**config.mk**
```make
export PLATFORM = sky130hd
export DESIGN_NAME = diffie_hellman_key_exchange
export DESIGN_NICKNAME = d
export VERILOG_FILES = /design/src/hdl/dhke_pkg.sv /design/src/hdl/diffie_hellman_key_exchange.sv
export SDC_FILE = /design/constraint.sdc
export NUM_CORES = 1
export LEC_CHECK = 0
export BUFFER_PORTS_ARGS = -buffer_cell sky130_fd_sc_hd__buf_2
export CELL_PAD_IN_SITES_DETAIL_PLACEMENT = 2
export CELL_PAD_IN_SITES_GLOBAL_PLACEMENT = 2
export CORE_MARGIN = 5
export CORE_UTILIZATION = 38
export DETAILED_ROUTE_END_ITERATION = 10
export GPL_ROUTABILITY_DRIVEN = 0
export GPL_TIMING_DRIVEN = 1
export PLACE_DENSITY = 0.91
export SLEW_MARGIN = 10
export SYNTH_ARGS = -nofsm -noshare
export SYNTH_HDL_FRONTEND = slang
export SYNTH_SLANG_ARGS = --single-unit
```
**constraint.sdc**
```tcl
create_clock -name clk -period 10.6 [get_ports clk]
set_clock_uncertainty 0.05 [all_clocks]
set_input_delay 3.18 -clock clk [delete_from_list [all_inputs] [get_ports clk]]
set_output_delay 3.18 -clock clk [all_outputs]
set_load 0.03 [all_outputs]
```
**src/hdl/dhke_pkg.sv**
```systemverilog
// shared types and constants for the diffie-hellman key exchange block
package dhke_pkg;

  // width of every payload and register field
  localparam int FIELD_BITS = 32;

  // default arithmetic word width
  localparam int WORD_BITS_DEF = 32;

  // configuration register indexes
  localparam int CFG_IDX_BITS = 2;
  localparam logic [CFG_IDX_BITS-1:0] REG_GENERATOR = 2'd0;
  localparam logic [CFG_IDX_BITS-1:0] REG_MODULUS   = 2'd1;

  // register reset values
  localparam logic [FIELD_BITS-1:0] GENERATOR_RST = 32'd5;
  localparam logic [FIELD_BITS-1:0] MODULUS_RST   = 32'd23;

  typedef struct packed {
    logic [FIELD_BITS-1:0] first_secret;
    logic [FIELD_BITS-1:0] second_secret;
  } in_item_t;

  typedef struct packed {
    logic [FIELD_BITS-1:0] first_public_key;
    logic [FIELD_BITS-1:0] second_public_key;
    logic [FIELD_BITS-1:0] shared_secret;
  } out_item_t;

endpackage

```
**src/hdl/diffie_hellman_key_exchange.sv**
```systemverilog
// diffie-hellman key exchange: three bit-serial modular exponentiations per item
//
//   channel  | ports                         | handshake
//   ---------+-------------------------------+-----------------------------------
//   input    | start, busy, in_item          | taken when start high, busy low
//   result   | out_valid, out_item           | one-cycle strobe, cannot be held
//   config   | cfg_we, cfg_index, cfg_data   | written when cfg_we high
//
// one item at a time: the generator is first reduced bit by bit, then each of
// the three powers runs W square steps plus one multiply step per set exponent
// bit, and each modular multiply runs a doubling step per multiplier bit plus an
// add step per set bit on the shared add/compare/subtract unit (W = WORD_BITS).
// a zero modulus gives an all-zero result in the cycle after the item is taken.
// reset is synchronous, active low, and restores generator 5 and modulus 23.
// the result strobe is never stalled; busy stays high until the result is shown.
module diffie_hellman_key_exchange #(
  parameter int WORD_BITS = dhke_pkg::WORD_BITS_DEF
) (
  input  logic                                 clk,
  input  logic                                 rst_n,
  input  logic                                 start,
  output logic                                 busy,
  input  dhke_pkg::in_item_t                   in_item,
  output logic                                 out_valid,
  output dhke_pkg::out_item_t                  out_item,
  input  logic                                 cfg_we,
  input  logic [dhke_pkg::CFG_IDX_BITS-1:0]    cfg_index,
  input  logic [dhke_pkg::FIELD_BITS-1:0]      cfg_data
);

  localparam int W  = WORD_BITS;
  localparam int FB = dhke_pkg::FIELD_BITS;
  localparam int CW = $clog2(WORD_BITS + 1);

  // sequencer states
  localparam logic [1:0] ST_IDLE = 2'd0;
  localparam logic [1:0] ST_RED  = 2'd1;
  localparam logic [1:0] ST_DBL  = 2'd2;
  localparam logic [1:0] ST_ADD  = 2'd3;

  // which exponentiation is running
  localparam logic [1:0] POW_A   = 2'd0;
  localparam logic [1:0] POW_B   = 2'd1;
  localparam logic [1:0] POW_KEY = 2'd2;

  logic [1:0]            state_r, state_nxt;
  logic [1:0]            pow_r, pow_nxt;
  logic                  sq_r, sq_nxt;
  logic                  out_valid_r, out_valid_nxt;
  logic [FB-1:0]         generator_r, modulus_r;
  logic [W-1:0]          m_r, m_nxt;
  logic [W-1:0]          sa_r, sa_nxt;
  logic [W-1:0]          sb_r, sb_nxt;
  logic [W-1:0]          gred_r, gred_nxt;
  logic [W-1:0]          pa_r, pa_nxt;
  logic [W-1:0]          pb_r, pb_nxt;
  logic [W-1:0]          exp_r, exp_nxt;
  logic [CW-1:0]         ecnt_r, ecnt_nxt;
  logic [W-1:0]          mm_x_r, mm_x_nxt;
  logic [W-1:0]          mm_y_r, mm_y_nxt;
  logic [W-1:0]          mm_acc_r, mm_acc_nxt;
  logic [CW-1:0]         bcnt_r, bcnt_nxt;
  dhke_pkg::out_item_t   out_item_r, out_item_nxt;

  logic [W-1:0]          one_w;
  logic [W-1:0]          base_sel;
  logic [W-1:0]          add_b;
  logic [W:0]            am_sum;
  logic [W-1:0]          am_res;
  logic [W:0]            rd_sum;
  logic [W-1:0]          rd_res;
  logic [W-1:0]          start_m;
  logic                  mm_last;
  logic                  ex_last;

  // shared modular add: acc + acc or acc + x, one conditional subtract
  assign add_b  = (state_r == ST_ADD) ? mm_x_r : mm_acc_r;
  assign am_sum = {1'b0, mm_acc_r} + {1'b0, add_b};
  assign am_res = (am_sum >= {1'b0, m_r}) ? W'(am_sum - {1'b0, m_r}) : am_sum[W-1:0];

  // generator reduction: shift in one bit, subtract once
  assign rd_sum = {mm_acc_r, mm_y_r[W-1]};
  assign rd_res = (rd_sum >= {1'b0, m_r}) ? W'(rd_sum - {1'b0, m_r}) : rd_sum[W-1:0];

  assign one_w    = (m_r == W'(1)) ? '0 : W'(1);
  assign base_sel = (pow_r == POW_KEY) ? pa_r : gred_r;
  assign mm_last  = (bcnt_r == CW'(1));
  assign ex_last  = (ecnt_r == CW'(1));
  assign start_m  = W'(modulus_r);

  // sequencer
  always_comb begin
    logic          bit_done;
    logic          mul_done;
    logic          exp_adv;
    logic          pow_done;
    logic          sq_one;
    logic [W-1:0]  v;

    state_nxt     = state_r;
    pow_nxt       = pow_r;
    sq_nxt        = sq_r;
    out_valid_nxt = 1'b0;
    m_nxt         = m_r;
    sa_nxt        = sa_r;
    sb_nxt        = sb_r;
    gred_nxt      = gred_r;
    pa_nxt        = pa_r;
    pb_nxt        = pb_r;
    exp_nxt       = exp_r;
    ecnt_nxt      = ecnt_r;
    mm_x_nxt      = mm_x_r;
    mm_y_nxt      = mm_y_r;
    mm_acc_nxt    = mm_acc_r;
    bcnt_nxt      = bcnt_r;
    out_item_nxt  = out_item_r;
    bit_done      = 1'b0;
    mul_done      = 1'b0;
    exp_adv       = 1'b0;
    pow_done      = 1'b0;
    sq_one        = 1'b0;
    v             = am_res;

    case (state_r)
      ST_IDLE: begin
        if (start) begin
          sa_nxt = W'(in_item.first_secret);
          sb_nxt = W'(in_item.second_secret);
          m_nxt  = start_m;
          if (start_m == '0) begin
            // zero modulus: all-zero result right away
            out_item_nxt  = '0;
            out_valid_nxt = 1'b1;
          end else begin
            state_nxt  = ST_RED;
            mm_acc_nxt = '0;
            mm_y_nxt   = W'(generator_r);
            bcnt_nxt   = CW'(W);
          end
        end
      end
      ST_RED: begin
        mm_acc_nxt = rd_res;
        mm_y_nxt   = mm_y_r << 1;
        bcnt_nxt   = bcnt_r - CW'(1);
        if (mm_last) begin
          gred_nxt = rd_res;
          pow_nxt  = POW_A;
          exp_nxt  = sa_r;
          ecnt_nxt = CW'(W);
          sq_one   = 1'b1;
        end
      end
      ST_DBL: begin
        mm_acc_nxt = am_res;
        if (mm_y_r[W-1]) begin
          state_nxt = ST_ADD;
        end else begin
          bit_done = 1'b1;
        end
      end
      ST_ADD: begin
        mm_acc_nxt = am_res;
        bit_done   = 1'b1;
      end
      default: begin
        state_nxt = ST_IDLE;
      end
    endcase

    // next multiplier bit
    if (bit_done) begin
      state_nxt = ST_DBL;
      mm_y_nxt  = mm_y_r << 1;
      bcnt_nxt  = bcnt_r - CW'(1);
      mul_done  = mm_last;
    end

    // end of one modular multiply
    if (mul_done) begin
      if (sq_r && exp_r[W-1]) begin
        mm_x_nxt   = base_sel;
        mm_y_nxt   = am_res;
        mm_acc_nxt = '0;
        bcnt_nxt   = CW'(W);
        sq_nxt     = 1'b0;
      end else begin
        exp_adv = 1'b1;
      end
    end

    // next exponent bit, or end of the power
    if (exp_adv) begin
      exp_nxt  = exp_r << 1;
      ecnt_nxt = ecnt_r - CW'(1);
      if (ex_last) begin
        pow_done = 1'b1;
      end else begin
        mm_x_nxt   = am_res;
        mm_y_nxt   = am_res;
        mm_acc_nxt = '0;
        bcnt_nxt   = CW'(W);
        sq_nxt     = 1'b1;
      end
    end

    // hand over to the next power or show the result
    if (pow_done) begin
      case (pow_r)
        POW_A: begin
          pa_nxt   = v;
          pow_nxt  = POW_B;
          exp_nxt  = sb_r;
          ecnt_nxt = CW'(W);
          sq_one   = 1'b1;
        end
        POW_B: begin
          pb_nxt   = v;
          pow_nxt  = POW_KEY;
          exp_nxt  = sb_r;
          ecnt_nxt = CW'(W);
          sq_one   = 1'b1;
        end
        default: begin
          out_item_nxt.first_public_key  = FB'(pa_r);
          out_item_nxt.second_public_key = FB'(pb_r);
          out_item_nxt.shared_secret     = FB'(v);
          out_valid_nxt                  = 1'b1;
          state_nxt                      = ST_IDLE;
        end
      endcase
    end

    // first square of a power starts from one mod m
    if (sq_one) begin
      state_nxt  = ST_DBL;
      mm_x_nxt   = one_w;
      mm_y_nxt   = one_w;
      mm_acc_nxt = '0;
      bcnt_nxt   = CW'(W);
      sq_nxt     = 1'b1;
    end
  end

  // control and configuration registers
  always_ff @(posedge clk) begin
    if (!rst_n) begin
      state_r     <= ST_IDLE;
      pow_r       <= POW_A;
      sq_r        <= 1'b0;
      out_valid_r <= 1'b0;
      generator_r <= dhke_pkg::GENERATOR_RST;
      modulus_r   <= dhke_pkg::MODULUS_RST;
    end else begin
      state_r     <= state_nxt;
      pow_r       <= pow_nxt;
      sq_r        <= sq_nxt;
      out_valid_r <= out_valid_nxt;
      if (cfg_we) begin
        case (cfg_index)
          dhke_pkg::REG_GENERATOR: generator_r <= cfg_data;
          dhke_pkg::REG_MODULUS:   modulus_r   <= cfg_data;
          default: begin
          end
        endcase
      end
    end
  end

  // datapath registers
  always_ff @(posedge clk) begin
    m_r        <= m_nxt;
    sa_r       <= sa_nxt;
    sb_r       <= sb_nxt;
    gred_r     <= gred_nxt;
    pa_r       <= pa_nxt;
    pb_r       <= pb_nxt;
    exp_r      <= exp_nxt;
    ecnt_r     <= ecnt_nxt;
    mm_x_r     <= mm_x_nxt;
    mm_y_r     <= mm_y_nxt;
    mm_acc_r   <= mm_acc_nxt;
    bcnt_r     <= bcnt_nxt;
    out_item_r <= out_item_nxt;
  end

  assign busy      = (state_r != ST_IDLE);
  assign out_valid = out_valid_r;
  assign out_item  = out_item_r;

  // a result only follows an accepted item or running work
  a_result_from_work: assert property (@(posedge clk) disable iff (!rst_n)
    out_valid_r |-> $past(start || busy))
    else $error("result strobe without an item in flight");

  // the add step only follows a doubling step on a set multiplier bit
  a_add_after_dbl: assert property (@(posedge clk) disable iff (!rst_n)
    (state_r == ST_ADD) |-> ($past(state_r) == ST_DBL && $past(mm_y_r[W-1])))
    else $error("modular add step out of order");

  // the partial product stays a residue
  a_acc_reduced: assert property (@(posedge clk) disable iff (!rst_n)
    (state_r == ST_DBL || state_r == ST_ADD || state_r == ST_RED) |-> (mm_acc_r < m_r))
    else $error("partial product not reduced");

  // work never runs with a zero modulus
  a_mod_nonzero: assert property (@(posedge clk) disable iff (!rst_n)
    busy |-> (m_r != '0))
    else $error("busy with zero modulus");

  // a result is shown only once the block is idle again
  a_strobe_idle: assert property (@(posedge clk) disable iff (!rst_n)
    out_valid_r |-> !busy)
    else $error("result strobe while still busy");

endmodule
```
-- Yosys cells after proc, flatten, opt, wreduce, memory -nomap -nowiden
Cells that the tools add are included.
- bits in registers: 498
- bits of input ports: 102
- output and inout bits: 98
- logic and storage cells: 136
- add/subtract/negate cells: 5
- $lt $le $gt $ge: 2
- equal/unequal tests: 9
- mux-type cells: 82
- bitwise operators: 1
- reductions and logical operators: 15
- operator list (kind ; count):
    2-to-1 mux 32 bit ; 28
    2-to-1 mux 96 bit ; 5
    case mux 32 bit (3 select lines) ; 1
    2-to-1 mux 6 bit ; 12
    >= comparator 33 x 32 -> 1 bit ; 2
    case mux 32 bit (2 select lines) ; 1
    subtractor 32 bit ; 2
    adder 32 x 32 -> 33 bit ; 1
    == test 32 x 1 -> 1 bit, second input constant ; 1
    zero test 32 bit ; 1
    2-to-1 mux 1 bit ; 21
    2-to-1 mux 2 bit ; 10
    == test 6 x 1 -> 1 bit, second input constant ; 2
    case mux 6 bit (2 select lines) ; 1
    AND reduction 2 bit ; 6
    subtractor 6 x 1 -> 6 bit, second input constant ; 2
    case mux 2 bit (2 select lines) ; 2
    == test 2 x 1 -> 1 bit, second input constant ; 3
    == test 2 bit, second input constant ; 3
    zero test 2 bit ; 3
    OR reduction 2 bit ; 3
    case mux 1 bit (2 select lines) ; 1
    nonzero test 2 bit ; 1
    logical AND 1 bit ; 1
    NOT 1 bit ; 1

-- Longest topological paths before layout
- depth after elaboration: 10
- depth in mapped cells: 27
- mapped depth without buffers: 24

-- Worst setup path before layout
No wires, ideal clock.
- path type: input -> register
- start: input start
- end: register out_item_r (netlist bit out_item[74])
- setup time: 0.117 ns
- arrival: 6.284 ns
- required time: 10.433 ns
- setup slack: 4.149 ns
- stages: 6
- path buffers: 2
- cell sequence: nand2_1 -> inv_1 -> a21oi_1 -> buf_2 -> buf_2 -> a22o_1
- RTL lines (what ; line ; text):
    start: declaration ; diffie_hellman_key_exchange.sv:21 ; input logic start,
    end signal: assignment ; diffie_hellman_key_exchange.sv:284 ; out_item_r <= out_item_nxt;
    end: declaration ; diffie_hellman_key_exchange.sv:63 ; dhke_pkg::out_item_t out_item_r, out_item_nxt;

-- Final worst setup path
- start: register state_r[1]
- end: register mm_x_r[0]
- word-level cells in the longest chain between the ends: 8
- elaborated cells on any way between the ends: 19
- classes of those cells: 2 x add/sub; 1 x order compare; 3 x eq/ne; 13 x mux
- ends and longest elaborated chain (what ; line ; text):
    start: declaration ; diffie_hellman_key_exchange.sv:46 ; logic [1:0] state_r, state_nxt;
    start signal: assignment ; diffie_hellman_key_exchange.sv:255 ; state_r <= state_nxt;
    == test 2 bit (*) ; diffie_hellman_key_exchange.sv:77 ; assign add_b = (state_r == ST_ADD) ? mm_x_r : mm_acc_r;
    2-to-1 mux 32 bit (*) ; diffie_hellman_key_exchange.sv:77 ;
    adder 32 x 32 -> 33 bit (*) ; diffie_hellman_key_exchange.sv:78 ; assign am_sum = {1'b0, mm_acc_r} + {1'b0, add_b};
    subtractor 32 bit / >= comparator 33 x 32 -> 1 bit (equally long branches) ; diffie_hellman_key_exchange.sv:79 ; assign am_res = (am_sum >= {1'b0, m_r}) ? W'(am_sum - {1'b0, m_r}) : am_sum[W-1:0];
    2-to-1 mux 32 bit (*) ; diffie_hellman_key_exchange.sv:79 ;
    named net am_res[0] ; diffie_hellman_key_exchange.sv:69 ; logic [W-1:0] am_res;
    2-to-1 mux 32 bit (*) ; diffie_hellman_key_exchange.sv:196 ; if (ex_last) begin
    2-to-1 mux 32 bit (*) ; diffie_hellman_key_exchange.sv:193 ; if (exp_adv) begin
    2-to-1 mux 32 bit (*) ; diffie_hellman_key_exchange.sv:235 ; if (sq_one) begin
    named net mm_x_nxt[0] ; diffie_hellman_key_exchange.sv:59 ; logic [W-1:0] mm_x_r, mm_x_nxt;
    end signal: assignment ; diffie_hellman_key_exchange.sv:280 ; mm_x_r <= mm_x_nxt;
    end: declaration ; diffie_hellman_key_exchange.sv:59 ;
The timed path passes the listed nets; every way through them passes the cells marked *.
A chain may end at the register's enable or synchronous reset.

==> metrics.md <==
| Metric | Value |
|---|---|
| Mux cell area share after synthesis | `5.88%` |
| Setup CP Type | `reg2reg` |
| Post-synthesis compound-gate area fraction | `roughly 22%` |
| Leak pwr | `~12 nW` |
| Die area | `73300 um2` |
| Skew-Pair Late Insertion Delay | `about 0.64 ns` |
| EDFF count, synth | `192` |
| Setup tns final | `0 ns` |
| Pre-Repair DR Iteration Count | `6` |
| Area contributors post-synth | `dfxtp_1 24%, edfxtp_1 22%, nand2_1 5.8%` |
| Iteration-0 DRC Markers | `3014` |
| Main flop type after synthesis | `dfxtp_1` |
| Seq/Total Area, Yosys | `46.1%` |
| Synth warn | `0` |
| DRC violations left | `0` |
| Routed WL | `134000 um` |
| Total CTS buffers | `52` |
| Setup-failing EPs final | `0` |
| Setup crit end kind | `flip-flop` |
| Final net count | `3033` |
| # IOs | `200` |
| Minimum clock period | `8.14 ns` |
| Via count | `25.5k` |
| Starting Density | `38.4%` |
| Synth top area share | `23.7%` |
| Status | `finished clean` |
| Total track usage | `34.9%` |
| Share of cells above drive strength 1 | `16.2%` |
| Final period util | `76.8%` |
| Drt via density | `6.81` |
| Most common cell after layout, fill and taps aside | `nand2_1` |
| FP Rows | `95` |
| CTS sink cnt | `498` |
| HP Class | `reg2reg` |
| Largest net degree at the start of global routing | `93` |
| WHS Endpoint | `exp_r[21]` |
| Worst-margin pin slew | `1.35 ns` |
| Setup Buffers After CTS | `0` |
| Final hold vios | `0` |
| RR Endpoint | `mm_x_r[0]` |
| Clock buffer depth | `3` |
| Cells after Synth | `2704` |
| H-tree depth | `2` |
| RSZ-0062 raised after global routing | `no` |
| Root buf cell | `clkbuf_16` |
| RR Startpoint | `state_r[1]` |
| Final worst slack | `2.46 ns` |
| Max-Cap Viols | `0` |
| Total grt overflow | `0` |
| DIE HEIGHT | `roughly 270 um` |
| Yosys top cell by area | `dfxtp_1` |
| Die width | `271 um` |
| Hold path startpoint | `sb_r[21]` |
| Place WS | `3.25 ns` |
| Average cell area after synthesis | `9.55 um2` |
| Max-slew violations | `0` |
| Cell Count, Final, Fillers Out | `3749` |
| Synth Area in Simple Gates | `13.8%` |
| Critical Path AT | `8.54 ns` |
| Max_slew headroom | `9.14%` |
| Ys async rst share | `0%` |
| Dpl cells | `3645` |
| CP required | `about 11 ns` |
| WL/cell | `35.9 um` |
| Netlist cell types | `106` |
| Hold Path Depth | `2` |
| CTS tree | `done` |
| DPL Wire Length | `83400 um` |
| Combinational family with the most area after synthesis | `compound AO/OA/AOI/OAI gates` |
| CP startpoint kind | `flip-flop` |
| R2r setup slk | `2.46 ns` |
| Post-Synth Adder-Cell Area | `5.08%` |
| Critical Path Fanout Max | `34` |
| Post-synthesis xor/xnor area fraction | `roughly 2.8%` |
| Cell area after synthesis | `approximately 26000 um2` |
| VDD IR-drop max | `0.000269 V` |
| Initial antenna violation count | `13` |
| Number of synthesized register bits | `498` |
| R2R cell count | `23` |
| PortBufs | `between 150 and 200` |
| Power Density | `343 nW/um2` |
| Hold bufs inserted after CTS | `0` |
| Most frequent cells in the layout | `398 x nand2_1, 305 x dfxtp_1, 208 x a21oi_1, 199 x buf_2, 192 x edfxtp_1` |
| Post-CTS resize count | `0` |
| CTS clk-pin slew, worst paths | `0.08 ns` |
| Net Count, Synth | `2909` |
| DRT antenna net count | `0` |
| Global-route wire length before repair | `193000 um` |
| Max Clk Rate | `123 MHz` |
| Vias in the first global route | `~27k` |
| Area Growth Syn to Fin | `14.0%` |
| Core area | `between 60000 and 70000 um2` |
==> how the worst max path moves through the flow <==
stage	startpoint	end	slack [ns]	cells after the start
finish	state_r[1]	mm_x_r[0]	2.46	23
floorplan	start	out_item[74]	4.15	6
global placement	state_r[1]	pa_r[17]	3.81	19
CTS	state_r[1]	out_item[17]	2.80	21
detailed placement	state_r[0]	out_item[17]	3.25	19
global route	state_r[1]	mm_x_r[0]	2.51	23
==> synthesized netlist by cell type, drive strengths merged (7+ instances only) <==
cell,count
nand2,400
nor2,184
nand3,45
mux2i,61
dfxtp,306
and3,12
a21o,45
nand4,24
a21boi,64
mux2,71
o21bai,10
xnor2,59
a31oi,20
buf,44
o211ai,19
a21oi,213
xor2,24
clkbuf,113
o21ai,164
o2111ai,11
inv,87
and2,13
edfxtp,192
nor2b,15
a2111oi,11
a22o,94
o31ai,7
or3,7
o21a,35
nand2b,10
a211oi,41
nor3,35
o22ai,15
ha,100
a221oi,20
a311oi,15
nor4,24
==> sequential cells by signal, indices dropped and copies added, names as in the netlist <==
| name | flops |
|---|---|
| sq_r | 1 |
| out_valid | 1 |
| sb_r | 32 |
| generator_r | 32 |
| modulus_r | 32 |
| mm_x_r | 32 |
| exp_r | 32 |
| sa_r | 32 |
| mm_y_r | 32 |
| pb_r | 32 |
| mm_acc_r | 32 |
| state_r | 2 |
| out_item | 96 |
| m_r | 32 |
| pow_r | 2 |
| gred_r | 32 |
| ecnt_r | 6 |
| bcnt_r | 6 |
| pa_r | 32 |
==> stage by stage <==
step / utilization (%) / total power, mW / hold WS [ns] / instance area, um2
after global placement: 40.9 / 6.93 / 0.376 / 27500
after floorplan: - / 5.39 / 0.368 / 25800
after global routing: 43.7 / 10.1 / 0.442 / 29400
after CTS: 43.7 / 9.61 / 0.425 / 29400
after detailed placement: 40.9 / 7.27 / 0.390 / 27500
final: 43.8 / 10.1 / 0.421 / 29400
==> cell type report <==
| class | instances | area (um2) |
|---|---|---|
| well taps | 873 | 1090 |
| fillers | 7085 | 37800 |
| clock buffers | 76 | 1640 |
| repair buffers | 227 | 1220 |
| multi-input cells | 1960 | 13000 |
| flip-flops and latches | 498 | 11900 |
| inverters | 89 | 335 |
| clock inverters | 22 | 210 |
| diodes | 4 | 10.0 |
==> per-layer routing <==
metal | up-vias | wire length (um) | track usage [%] | part of all wire [%]
li1 | 10100 | - | - | -
met1 | 12700 | 45900 | 37.5 | 34
met2 | 1806 | 63000 | 58.4 | 47
met3 | 828 | 11700 | 9.21 | 8.7
met4 | 6 | 13800 | 27.5 | 10
met5 | - | 46 | 0.263 | 0.034
==> cells by family (layout without fill, tap and decap cells) <==
| logic type | count (synthesis) | in the layout |
|---|---|---|
| XOR/XNOR | 83 | 83 |
| other | 0 | 4 |
| AO/OA/AOI/OAI | 842 | 842 |
| AND/OR/NAND/NOR | 800 | 800 |
| multiplexers | 132 | 132 |
| adder cells (fa/ha/maj) | 103 | 103 |
| flip-flops | 498 | 498 |
| buffers and inverters | 246 | 414 |
==> where the power goes <==
part | internal, mW | switching, mW | total (mW)
registers | 2.31 | 0.203 | 2.52
clock network | 1.14 | 0.919 | 2.05
logic | 1.57 | 3.95 | 5.52
==> worst max-delay path, cell delays in order, from the launching register on <==
cell and delay [ns]:
dfxtp_1 0.34, nand2_1 0.09, buf_4 0.46, mux2_2 0.41, ha_1 0.37, a2111oi_2 0.47, o31a_1 0.28, o21ai_2 0.18
a211oi_4 0.40, a31oi_2 0.24, o41ai_4 0.39, xor2_1 0.29, inv_1 0.09, ha_1 0.22, a21oi_1 0.17, nor2b_1 0.08
a2111oi_2 0.43, nand4_1 0.26, a41oi_4 0.45, nand2_4 0.52, o21ai_2 0.85, inv_1 0.34, a211oi_1 0.36, a21oi_1 0.11
Note: power is estimated with default switching activity, not from simulation.
